==> src/rtl/core/trace_record_parser_stats_core_macros.svh <==
// Assertion macros for the trace record parser.
`ifndef TRACE_RECORD_PARSER_STATS_CORE_MACROS_SVH
`define TRACE_RECORD_PARSER_STATS_CORE_MACROS_SVH
`ifndef ASSERT_OFF
`define TRPS_ASSERT_IMPL(label, clk, rst, prop) \
   label: assert property (@(posedge clk) disable iff (rst) prop) else $error("assertion failed");
`define TRPS_ASSERT_NEVER(label, clk, rst, expr) \
   label: assert property (@(posedge clk) disable iff (rst) !(expr)) else $error("forbidden condition");
`else
`define TRPS_ASSERT_IMPL(label, clk, rst, prop)
`define TRPS_ASSERT_NEVER(label, clk, rst, expr)
`endif
`endif

==> src/rtl/core/trps_pkg.sv <==
package trps_pkg;
   localparam int CounterWidth = 48;
   localparam int SizeBins = 7;
   localparam int NumCounters = 18;
   localparam logic [31:0] FileMagic = 32'h4654_5343;
   localparam logic [6:0] ValueCap = 7'd64;

   typedef enum logic [3:0] {
      PH_FILE, PH_RHDR, PH_IP, PH_IBYTES, PH_MADDR, PH_MPA, PH_MSIZE,
      PH_MFLAGS, PH_VALUE, PH_QUIET, PH_ERROR, PH_ENDED
   } phase_type;

   typedef enum logic [1:0] {
      KIND_RECORD = 2'd0, KIND_STOP = 2'd1, KIND_COUNTER = 2'd2
   } kind_type;

   localparam logic [3:0] ERR_NONE = 4'd0;
   localparam logic [3:0] ERR_SHORT_HDR = 4'd1;
   localparam logic [3:0] ERR_MAGIC = 4'd2;
   localparam logic [3:0] ERR_VERSION = 4'd3;
   localparam logic [3:0] ERR_ARCH = 4'd4;
   localparam logic [3:0] ERR_SIZE = 4'd5;
   localparam logic [3:0] ERR_TRUNC_ADDR = 4'd7;
   localparam logic [3:0] ERR_TRUNC_INSN = 4'd8;
   localparam logic [3:0] ERR_TRUNC_MEMOP = 4'd9;
   localparam logic [3:0] ERR_VALUE_FLAG = 4'd10;
   localparam logic [3:0] ERR_TRUNC_VALUE = 4'd11;

   localparam logic [4:0] CNT_RECORDS = 5'd0;
   localparam logic [4:0] CNT_USER = 5'd1;
   localparam logic [4:0] CNT_KERNEL = 5'd2;
   localparam logic [4:0] CNT_MEMOPS = 5'd3;
   localparam logic [4:0] CNT_READS = 5'd4;
   localparam logic [4:0] CNT_WRITES = 5'd5;
   localparam logic [4:0] CNT_VALUES = 5'd6;
   localparam logic [4:0] CNT_TAKEN = 5'd7;
   localparam logic [4:0] CNT_PA_VALID = 5'd8;
   localparam logic [4:0] CNT_PA_MMIO = 5'd9;
   localparam logic [4:0] CNT_SANITY = 5'd10;
   localparam logic [4:0] CNT_BIN0 = 5'd11;

   function automatic logic [2:0] size_bin(input logic [7:0] s);
      logic [2:0] idx;
      idx = 3'd0;
      for (int k = 1; k < SizeBins; k++) begin
         if (s >= (8'd1 << k)) begin
            idx = 3'(k);
         end
      end
      return idx;
   endfunction
endpackage

==> src/rtl/core/trace_record_parser_stats_core.sv <==
// Byte-stream trace parser: one beat (a byte or an end-of-stream mark) is taken per cycle
// while the output is free and no dump runs. Each byte updates the parser and its counters
// in a single registered pass, so a byte yields at most one result, valid in the cycle after
// the byte is taken. End of stream yields a stop result (none after an error stop or an
// earlier end), then the 18 statistics counters from a small sequencer, one per cycle while
// unstalled, holding off input until the last. Results leave through a one-entry output register.
`include "trace_record_parser_stats_core_macros.svh"
module trace_record_parser_stats_core (
   input  logic        clock,
   input  logic        reset,
   input  logic        csr_we,
   input  logic [47:0] csr_wdata,
   input  logic        req_valid,
   output logic        req_ready,
   input  logic        req_action,
   input  logic [7:0]  req_data_byte,
   output logic        rsp_valid,
   input  logic        rsp_ready,
   output logic [1:0]  rsp_kind,
   output logic [3:0]  rsp_error_code,
   output logic [4:0]  rsp_counter_index,
   output logic [47:0] rsp_counter_value,
   output logic [3:0]  rsp_vcpu,
   output logic        rsp_privileged,
   output logic [3:0]  rsp_insn_len,
   output logic [2:0]  rsp_mem_op_count,
   output logic [63:0] rsp_instr_address,
   output logic        rsp_branch_taken,
   output logic        rsp_last
);
   import trps_pkg::*;

   localparam logic [CounterWidth-1:0] CntMax = '1;

   logic [47:0] limit_ff;
   phase_type phase_ff, phase_in;
   logic [6:0] pos_ff, pos_in;
   logic [63:0] shift_ff, shift_in;
   logic [11:0] rhdr_ff, rhdr_in;
   logic [63:0] prev_addr_ff, prev_addr_in;
   logic [3:0] last_len_ff, last_len_in;
   logic have_prev_ff, have_prev_in;
   logic [2:0] mode_ff, mode_in;
   logic [2:0] ops_ff, ops_in;
   logic [15:0] osf_ff, osf_in;
   logic halted_ff, halted_in;
   logic taken_ff, taken_in;
   logic [CounterWidth-1:0] stat_ff [NumCounters];
   logic [NumCounters-1:0] bump;

   // End-of-stream sequencer.
   logic dump_ff;
   logic [4:0] dump_idx_ff;

   // Output register.
   logic ov_ff;
   logic [1:0] o_kind_ff;
   logic [3:0] o_err_ff, o_vcpu_ff, o_isz_ff;
   logic [4:0] o_idx_ff;
   logic [47:0] o_val_ff;
   logic o_priv_ff, o_taken_ff, o_last_ff;
   logic [2:0] o_mops_ff;
   logic [63:0] o_addr_ff;

   logic emit_rec, emit_stop;
   logic [3:0] stop_code;
   logic out_free, take;
   logic [6:0] pos_p1;
   logic [3:0] isz;
   logic [3:0] stop_code_end;
   logic end_has_stop;

   assign out_free = !ov_ff || rsp_ready;
   assign req_ready = out_free && !dump_ff;
   assign take = req_valid && req_ready;
   assign pos_p1 = pos_ff + 7'd1;
   assign isz = rhdr_ff[8:5];

   always_comb begin
      logic [7:0] b;
      logic [7:0] fl;
      logic [6:0] n;
      phase_type after_op;
      b = req_data_byte;
      phase_in = phase_ff; pos_in = pos_ff; shift_in = shift_ff; rhdr_in = rhdr_ff;
      prev_addr_in = prev_addr_ff; last_len_in = last_len_ff; have_prev_in = have_prev_ff;
      mode_in = mode_ff; ops_in = ops_ff; osf_in = osf_ff; halted_in = halted_ff;
      taken_in = taken_ff; bump = '0; emit_rec = 1'b0; emit_stop = 1'b0;
      stop_code = ERR_NONE; fl = 8'd0; n = 7'd0; after_op = PH_MADDR;
      if (take && req_action) begin
         phase_in = PH_ENDED;
         halted_in = 1'b1;
      end else if (take && !halted_ff) begin
         unique case (phase_ff)
            PH_FILE: begin
               if (pos_ff < 7'd8) shift_in[pos_ff[2:0]*8 +: 8] = b;
               else if (pos_ff == 7'd12) osf_in = {8'd0, b};
               else if (pos_ff == 7'd13) osf_in = {b, osf_ff[7:0]};
               pos_in = pos_p1;
               if (pos_p1 == 7'd16) begin
                  if (shift_ff[31:0] != FileMagic) begin
                     emit_stop = 1'b1; stop_code = ERR_MAGIC;
                  end else if (shift_ff[63:32] != 32'd2 && shift_ff[63:32] != 32'd3) begin
                     emit_stop = 1'b1; stop_code = ERR_VERSION;
                  end else if (shift_ff[63:32] == 32'd3 && osf_ff[7:0] > 8'd1) begin
                     emit_stop = 1'b1; stop_code = ERR_ARCH;
                  end else begin
                     mode_in = (shift_ff[63:32] == 32'd3) ?
                               {osf_ff[0], osf_ff[9:8]} : 3'b010;
                     phase_in = PH_RHDR; pos_in = '0; shift_in = '0; osf_in = '0;
                  end
               end
            end
            PH_RHDR: begin
               if (pos_ff == 7'd0 && limit_ff != 48'd0 && stat_ff[0] >= limit_ff) begin
                  phase_in = PH_QUIET; halted_in = 1'b1;
               end else begin
                  if (pos_ff == 7'd0) rhdr_in = {4'd0, b};
                  else if (pos_ff == 7'd1) rhdr_in = {b[3:0], rhdr_ff[7:0]};
                  pos_in = pos_p1;
                  if (pos_p1 == 7'd4) begin
                     if (rhdr_ff[8:5] == 4'd0) begin
                        emit_stop = 1'b1; stop_code = ERR_SIZE;
                     end else begin
                        bump[CNT_SANITY] = mode_ff[2] && rhdr_ff[8:5] != 4'd4;
                        phase_in = PH_IP; pos_in = '0; shift_in = '0;
                     end
                  end
               end
            end
            PH_IP: begin
               shift_in[pos_ff[2:0]*8 +: 8] = b;
               pos_in = pos_p1;
               if (pos_p1 >= 7'd8) begin
                  phase_in = PH_IBYTES; pos_in = '0;
               end
            end
            PH_IBYTES: begin
               pos_in = pos_p1;
               if (pos_p1 >= {3'd0, isz}) begin
                  taken_in = have_prev_ff &&
                             shift_ff != prev_addr_ff + {60'd0, last_len_ff};
                  bump[CNT_TAKEN] = taken_in;
                  prev_addr_in = shift_ff; last_len_in = isz; have_prev_in = 1'b1;
                  ops_in = rhdr_ff[11:9]; pos_in = '0;
                  if (rhdr_ff[11:9] == 3'd0) emit_rec = 1'b1;
                  else phase_in = PH_MADDR;
               end
            end
            PH_MADDR, PH_MPA: begin
               pos_in = pos_p1;
               if (pos_p1 >= 7'd8) begin
                  pos_in = '0;
                  phase_in = (phase_ff == PH_MADDR && mode_ff[0]) ? PH_MPA : PH_MSIZE;
               end
            end
            PH_MSIZE: begin
               osf_in = {8'd0, b}; phase_in = PH_MFLAGS;
            end
            PH_MFLAGS: begin
               osf_in = {b, osf_ff[7:0]};
               if (b[1] && !mode_ff[1]) begin
                  emit_stop = 1'b1; stop_code = ERR_VALUE_FLAG;
               end else begin
                  bump[CNT_PA_VALID] = b[2];
                  bump[CNT_PA_MMIO] = b[3];
                  bump[CNT_BIN0 + 5'(size_bin(osf_ff[7:0]))] = 1'b1;
                  n = (osf_ff[7:0] <= {1'b0, ValueCap}) ? osf_ff[6:0] : ValueCap;
                  if (b[1] && n != 7'd0) begin
                     pos_in = n; phase_in = PH_VALUE;
                  end else begin
                     fl = b;
                  end
               end
            end
            PH_VALUE: begin
               pos_in = pos_ff - 7'd1;
               if (pos_in == 7'd0) fl = osf_ff[15:8];
            end
            default: ;
         endcase
         // Memory operation finish, shared by the flags and value phases.
         if ((phase_ff == PH_MFLAGS && phase_in == PH_MFLAGS && !emit_stop) ||
             (phase_ff == PH_VALUE && pos_in == 7'd0)) begin
            bump[CNT_VALUES] = fl[1];
            bump[CNT_MEMOPS] = 1'b1;
            bump[fl[0] ? CNT_WRITES : CNT_READS] = 1'b1;
            ops_in = ops_ff - 3'd1; pos_in = '0;
            if (ops_in == 3'd0) emit_rec = 1'b1;
            else phase_in = after_op;
         end
         if (emit_rec) begin
            bump[CNT_RECORDS] = 1'b1;
            bump[rhdr_ff[4] ? CNT_KERNEL : CNT_USER] = 1'b1;
            phase_in = PH_RHDR; pos_in = '0;
         end
         if (emit_stop) begin
            phase_in = PH_ERROR; halted_in = 1'b1;
         end
      end
   end

   always_comb begin
      unique case (phase_ff)
         PH_FILE: stop_code_end = ERR_SHORT_HDR;
         PH_IP: stop_code_end = ERR_TRUNC_ADDR;
         PH_IBYTES: stop_code_end = ERR_TRUNC_INSN;
         PH_MADDR, PH_MPA, PH_MSIZE, PH_MFLAGS: stop_code_end = ERR_TRUNC_MEMOP;
         PH_VALUE: stop_code_end = ERR_TRUNC_VALUE;
         default: stop_code_end = ERR_NONE;
      endcase
   end
   assign end_has_stop = phase_ff != PH_ERROR && phase_ff != PH_ENDED;

   always_ff @(posedge clock) begin
      if (reset) begin
         limit_ff <= '0; phase_ff <= PH_FILE; pos_ff <= '0; shift_ff <= '0; rhdr_ff <= '0;
         prev_addr_ff <= '0; last_len_ff <= '0; have_prev_ff <= 1'b0; mode_ff <= '0;
         ops_ff <= '0; osf_ff <= '0; halted_ff <= 1'b0; taken_ff <= 1'b0;
         for (int i = 0; i < NumCounters; i++) stat_ff[i] <= '0;
         dump_ff <= 1'b0; dump_idx_ff <= '0; ov_ff <= 1'b0;
      end else begin
         if (csr_we) limit_ff <= csr_wdata;
         phase_ff <= phase_in; pos_ff <= pos_in; shift_ff <= shift_in; rhdr_ff <= rhdr_in;
         prev_addr_ff <= prev_addr_in; last_len_ff <= last_len_in;
         have_prev_ff <= have_prev_in; mode_ff <= mode_in; ops_ff <= ops_in;
         osf_ff <= osf_in; halted_ff <= halted_in; taken_ff <= taken_in;
         for (int i = 0; i < NumCounters; i++) begin
            if (bump[i] && stat_ff[i] != CntMax) stat_ff[i] <= stat_ff[i] + 1'b1;
         end
         if (rsp_ready) ov_ff <= 1'b0;
         if (dump_ff && out_free) begin
            ov_ff <= 1'b1;
            o_kind_ff <= KIND_COUNTER; o_err_ff <= ERR_NONE; o_idx_ff <= dump_idx_ff;
            o_val_ff <= stat_ff[dump_idx_ff];
            o_vcpu_ff <= '0; o_priv_ff <= 1'b0; o_isz_ff <= '0; o_mops_ff <= '0;
            o_addr_ff <= '0; o_taken_ff <= 1'b0;
            o_last_ff <= dump_idx_ff == 5'(NumCounters - 1);
            dump_idx_ff <= dump_idx_ff + 5'd1;
            if (dump_idx_ff == 5'(NumCounters - 1)) dump_ff <= 1'b0;
         end else if (take && (req_action || emit_rec || emit_stop)) begin
            o_idx_ff <= '0; o_val_ff <= '0; o_vcpu_ff <= '0; o_priv_ff <= 1'b0;
            o_isz_ff <= '0; o_mops_ff <= '0; o_addr_ff <= '0; o_taken_ff <= 1'b0;
            o_last_ff <= 1'b1; o_err_ff <= ERR_NONE;
            if (req_action) begin
               dump_ff <= 1'b1; dump_idx_ff <= '0;
               ov_ff <= end_has_stop;
               o_kind_ff <= KIND_STOP; o_err_ff <= stop_code_end; o_last_ff <= 1'b0;
            end else if (emit_stop) begin
               ov_ff <= 1'b1; o_kind_ff <= KIND_STOP; o_err_ff <= stop_code;
            end else begin
               ov_ff <= 1'b1; o_kind_ff <= KIND_RECORD;
               o_vcpu_ff <= rhdr_ff[3:0]; o_priv_ff <= rhdr_ff[4];
               o_isz_ff <= rhdr_ff[8:5]; o_mops_ff <= rhdr_ff[11:9];
               o_addr_ff <= prev_addr_in; o_taken_ff <= taken_in;
            end
         end
      end
   end

   assign rsp_valid = ov_ff;
   assign rsp_kind = o_kind_ff;
   assign rsp_error_code = o_err_ff;
   assign rsp_counter_index = o_idx_ff;
   assign rsp_counter_value = o_val_ff;
   assign rsp_vcpu = o_vcpu_ff;
   assign rsp_privileged = o_priv_ff;
   assign rsp_insn_len = o_isz_ff;
   assign rsp_mem_op_count = o_mops_ff;
   assign rsp_instr_address = o_addr_ff;
   assign rsp_branch_taken = o_taken_ff;
   assign rsp_last = o_last_ff;

   `TRPS_ASSERT_NEVER(a_no_take_in_dump, clock, reset, dump_ff && req_ready)
   `TRPS_ASSERT_IMPL(a_halt_sticky, clock, reset, halted_ff && !(take && req_action) |=> halted_ff)
   `TRPS_ASSERT_NEVER(a_one_result, clock, reset, emit_rec && emit_stop)
   `TRPS_ASSERT_IMPL(a_dump_ends, clock, reset, dump_ff && out_free && dump_idx_ff == 5'(NumCounters - 1) |=> !dump_ff)
endmodule
==> config.mk <==
export PLATFORM = sky130hd
export DESIGN_NAME = trace_record_parser_stats_core
export DESIGN_NICKNAME = d
export VERILOG_FILES = /design/src/rtl/core/trps_pkg.sv /design/src/rtl/core/trace_record_parser_stats_core.sv
export VERILOG_INCLUDE_DIRS = /design/src /design/src/rtl/core
export SDC_FILE = /design/constraint.sdc
export NUM_CORES = 2
export LEC_CHECK = 0
export ABC_AREA = 1
export BUFFER_PORTS_ARGS = -buffer_cell sky130_fd_sc_hd__buf_2
export CAP_MARGIN = 20
export CORE_ASPECT_RATIO = 0.6
export CORE_UTILIZATION = 40
export DETAILED_ROUTE_END_ITERATION = 10
export MAX_ROUTING_LAYER = met4
export SLEW_MARGIN = 40
export SYNTH_ARGS = -nofsm -noshare
export SYNTH_HDL_FRONTEND = slang
export SYNTH_SLANG_ARGS = --single-unit
==> constraint.sdc <==
create_clock -name clock -period 6.15 [get_ports clock]
set_input_delay 0.3075 -clock clock [delete_from_list [all_inputs] [get_ports clock]]
set_output_delay 0.3075 -clock clock [all_outputs]
set_load 0.01 [all_outputs]
==> Word-level counts from Yosys, hierarchy flattened <==
Memory sizes are Yosys's and may differ from the RTL's. A register that Yosys moved wholly into a read port is not among the register bits.
Index checks and enable logic that the tools add are counted.
{ "totals": {"wordCells": 514, "out_inout_bits": 139, "rom_bits": 64, "n_memories": 2, "ramBits": 864, "reg_bits": 372} }
{ "memory_table": {"columns": ["name", "depth", "word_bits", "rd", "rd_ports_with_merged_regs", "wr", "line", "rtl"], "rows": [
  ["stat_ff", 18, 48, 19, 1, 18, "trace_record_parser_stats_core.sv:48", "logic [CounterWidth-1:0] stat_ff [NumCounters];"],
  ["(no name shown)", 16, 4, 1, 0, 0, "trace_record_parser_stats_core.sv:204", "unique case (phase_ff)"]
]} }
{ "classes": {"add_sub_neg": 25, "eq_ne": 45, "n_lt_le_gt_ge": 18, "bitwise": 28, "n_reduce_logical": 86, "n_shift": 2, "n_mux": 278} }
{ "op_table": {"columns": ["cell", "count"], "rows": [
  ["$mux 48", 20],
  ["$mux 64", 15],
  ["$add 48x1->48 const B", 18],
  ["$ne 48x48->1 const B", 18],
  ["$pmux 64 s3", 1],
  ["$mux 7", 22],
  ["$mux 4", 35],
  ["$mux 18", 7],
  ["$mux 1", 118],
  ["$mux 16", 7],
  ["$add 64x4->64", 1],
  ["$bwmux 64", 1],
  ["$ne 32x2->1 const B", 2],
  ["$ne 64x64->1", 1],
  ["$shift 8x34->64 const A", 1],
  ["$shiftx 8x34->64", 1],
  ["$mux 3", 21],
  ["$ge 48x48->1", 1],
  ["$pmux 16 s3", 1],
  ["$reduce_bool 48->1", 1],
  ["$pmux 7 s6", 1],
  ["$logic_and 1x1->1", 40],
  ["$or 18x18->18", 2],
  ["$mux 5", 7],
  ["other kinds (65)", 140]
]} }

==> Longest topological paths before layout <==
{ "logic_depth": {"ltp_word": 34, "ltp_mapped": 26, "mapped_depth_nobuf": 25} }

==> Least setup slack after synthesis <==
OpenSTA, ideal clock, no wires.
{ "synth_path": {"path_kind": "register to register", "from": "register prev_addr_ff[0]", "to": "memory stat_ff[7][0] (enable)", "setup_ns": 0.520, "arrival_ns": 5.819, "path_slack_ns": -0.189, "synth_period_minus_slack_ns": 6.339, "stages_incl_launch_ff": 21, "cell_sequence": "dfxtp_1 > ha_1 > fa_1 > nand3_1 > nand2_1 > nand2_2 > nor2_4 > nand2_1 > nor2_2 > nand2_1 > nor2_2 > nand2_1 > nor2_1 > xor2_1 > xor2_1 > nor2_1 > nand3_1 > nor2_1 > nand3_2 > nand2_1 > o21ai_0"} }
{ "synth_rtl": {"columns": ["element", "line", "rtl"], "rows": [
  ["from (decl)", "trace_record_parser_stats_core.sv:40", "logic [63:0] prev_addr_ff, prev_addr_in;"],
  ["from (signal assigned)", "trace_record_parser_stats_core.sv:225", "prev_addr_ff <= prev_addr_in; last_len_ff <= last_len_in;"],
  ["to (decl)", "trace_record_parser_stats_core.sv:48", null]
]} }

==> flow_summary.ini <==
[outcome]
status = complete, no violations

[yosys]
ys_ff_latch = 1235
synth-edff-count = 1001
ys_warn_count = 0
syn_avg_cell_area_um2 = 7.65
yosysMostFrequentCell = inv_1
syn-num-nets = 10700
ys.flop_type = edfxtp_1
synth_cells = 10600
async_reset_ff_share_pct = 0
yosysTopAreaCell = edfxtp_1
synthDistinctLibCells = 74
ys_top_cells_by_area = edfxtp_1, inv_1, nor2_1, nand2_1, dfxtp_1
yosysSeqAreaShare_pct = 43.0
synth_area_um2 = 80800
synth_top_area_share_pct = 37.2
yosys-top-cells-count = inv_1, nor2_1, nand2_1

[power_and_ir_drop]
powerDensity_nw_per_um2 = 233
p_total_uw = 20800
leakage_uw = 0.0339
vdd_ir_drop_max_mv = 0.160

[clock_network]
clk_latency_ns = 0.85
clock_path_buffers = 4
post_cts_resized = 0
cts_root_buf = clkbuf_16
htreeDepth = 4
cts_buffers = 144
numClockSinks = 1235
tritoncts = yes
clk_pin_slew_ns = 0.06

[drt]
wl_um = 300000
wl_per_cell_um = 22.3
drtIter0Drc = 11100
vias = 76400
drc = 0
dr.pass1.iters = 8
vias_per_cell = 5.69
ant_nets = 0

[finish]
nets = 10800
drive_gt1_share_pct = 7.79
areaGrowthSynthToFinish_pct = 10.7
fin_util_pct = 44.7

[setup_path]
critical_path_buf_inv_count = 1
crit_path_start = stat_ff[0][45]
cp.arrival_ns = 5.69
cp-start-kind = flip-flop
crit_path_max_fanout = 30
reg2reg_to = stat_ff[0][33]
rrSetupSlack_ns = 0.90
cpMaxStageDelayCell = buf_4
worstSetupPathType = reg -> reg
cp.depth = 22
max_stage_delay_ns = 0.49
critical_path.endpoint = stat_ff[0][33]
r2r_start = stat_ff[0][45]
cpMostUsedCell = nand2_1
worst_setup_path_end_kind = flip-flop
path_cells = ha_1 > nand2_1 > nor2_1 > nand2_1 > nor3_1 > nand2_1 > nor2_1 > nand2_1 > nand3_1 > nand2_1 > nand2_1 > nand2_1 > nand2_1 > nand3_1 > nor3_1 > nand3_2 > nand3_2 > nand2_2 > nand2_1 > nand3_1 > nand2_2 > buf_4
path_delay_family = simple AND/OR/NAND/NOR gates
r2r_cells = 22
cp.required_ns = 6.59

[floorplanning]
coreArea_um2 = 200000
rows = 127
die_w_um = 582
die-area_um2 = 204000
initial_core_util_pct = 40.4
io_pins = 201
die_h_um = 350

[worst_hold_path]
hp-class = in -> reg
min_path_cells = 5

[timing]
finalSetupViolCount = 0
worst_pin_slew_ns = 1.01
finalHoldViolations = 0
setup_tns_ns = 0
max_slew_margin_pct = 32.3
max_freq_ghz = 0.191
finClkSkew_ns = 0.0676
min_period_over_period_pct = 85.3
rsz0062_at_grt = no
finalCriticalPeriod_ns = 5.25
report.final.slew_viol_count = 0

[grt]
grt_util_all_layers_pct = 29.1
grt_max_degree = 179
grt_pass1_wl_um = 436000
grt-ovfl-total = 0
grt_pass1_vias = 67000
antenna_found_initial = 14

[placement]
dp_hpwl_um = 228000
portBuffers = 200
gp_congestion = 1.00

[run]
maxCapViolations = 0
flip-flops by register name (all words and copies together), names as in the netlist, 2 cells and up, named ones only:
register and cells:
osf_ff 10, mode_ff 3, stat_ff 864, prev_addr_ff 64
ops_ff 3, rsp_mem_op_count 3, rsp_kind 2, rsp_counter_value 48
rhdr_ff 12, shift_ff 64, last_len_ff 4, pos_ff 7
rsp_error_code 4, rsp_instr_address 64, limit_ff 48, phase_ff 4
dump_idx_ff 5, rsp_counter_index 5, rsp_vcpu 4, rsp_insn_len 4
logic make-up (layout without fill, tap and decap cells):
family,count (synthesis),after routing,synth area share [%]
simple gates,4823,4823,28.0
fa+ha+maj,86,86,1.34
flops,1235,1235,43.0
compound gates,1848,1848,12.1
buf+inv,2069,2272,10.0
other cells,0,8,0
xor+xnor,511,511,5.54
worst min-delay path, stage by stage:
cell and delay, ns:
buf_2 0.11, nand2_1 0.18, a31oi_1 0.06, nor2_1 0.10, nor2_1 0.05
cell usage in the layout (no fill, tap or decap), types with 67 or more instances in the layout:
master / instances
ha_1: 85
nand4_1: 247
o21ai_0: 828
nor2_1: 1386
buf_4: 80
dlygate4sd3_1: 71
nor3b_1: 124
inv_1: 1627
nand2_1: 1367
nand3_1: 630
buf_2: 199
a21oi_1: 787
nor3_1: 499
xor2_1: 451
nor2_2: 91
dfxtp_1: 230
clkbuf_16: 148
nor4_1: 218
o22ai_1: 67
edfxtp_1: 1001
final cells by class:
class | count | area, um2
multi-input cells | 7268 | 38200
flip-flops and latches | 1235 | 34800
clock buffers | 194 | 3940
inverters | 1662 | 6260
clock inverters | 52 | 392
well taps | 2644 | 3310
fillers | 20200 | 111000
repair buffers | 364 | 2560
diodes | 8 | 20.0
layer usage:
metal,wire length [um],global-route usage [%],vias up
met5,0,-,-
met4,6410,5.91,0
met3,41800,9.94,338
met2,105000,33.7,3988
met1,146000,46.1,36300
li1,-,-,35800
report_power, final:
part           switching, uW  leakage (uW)  internal [uW]
registers                353        0.0121           9350
logic                   1950        0.0197            696
clock network           3780       0.00211           4690
total                   6080        0.0339          14700
worst min-delay path by stage:
stage,startpoint,endpoint,slack [ns]
floorplan,have_prev_ff,have_prev_ff,0.44
global placement,have_prev_ff,have_prev_ff,0.45
detailed placement,have_prev_ff,have_prev_ff,0.46
CTS,req_valid,halted_ff,0.008
global route,req_valid,halted_ff,0.08
finish,req_valid,halted_ff,0.06
through the flow:
| stage | worst slack (ns) | hold slack (ns) | std cells | cell area [um2] |
|---|---|---|---|---|
| 5_1_grt | 0.676 | 0.0818 | 13400 | 89500 |
| 3_5_place_dp | 1.16 | 0.456 | 13100 | 84300 |
| 2_1_floorplan | 0.359 | 0.436 | 10600 | 80800 |
| 3_3_place_gp | 0.930 | 0.451 | 13100 | 84200 |
| 6_report | 0.902 | 0.0606 | 13400 | 89500 |
| 4_1_cts | 1.10 | 0.00780 | 13400 | 89400 |
timing repair:
action | 4_1_cts | 5_1_grt
hold buffers | 71 | 0
hold endpoints to repair | 64 | 0
setup buffers | 0 | 0
Power figures use the tool's default switching activity.
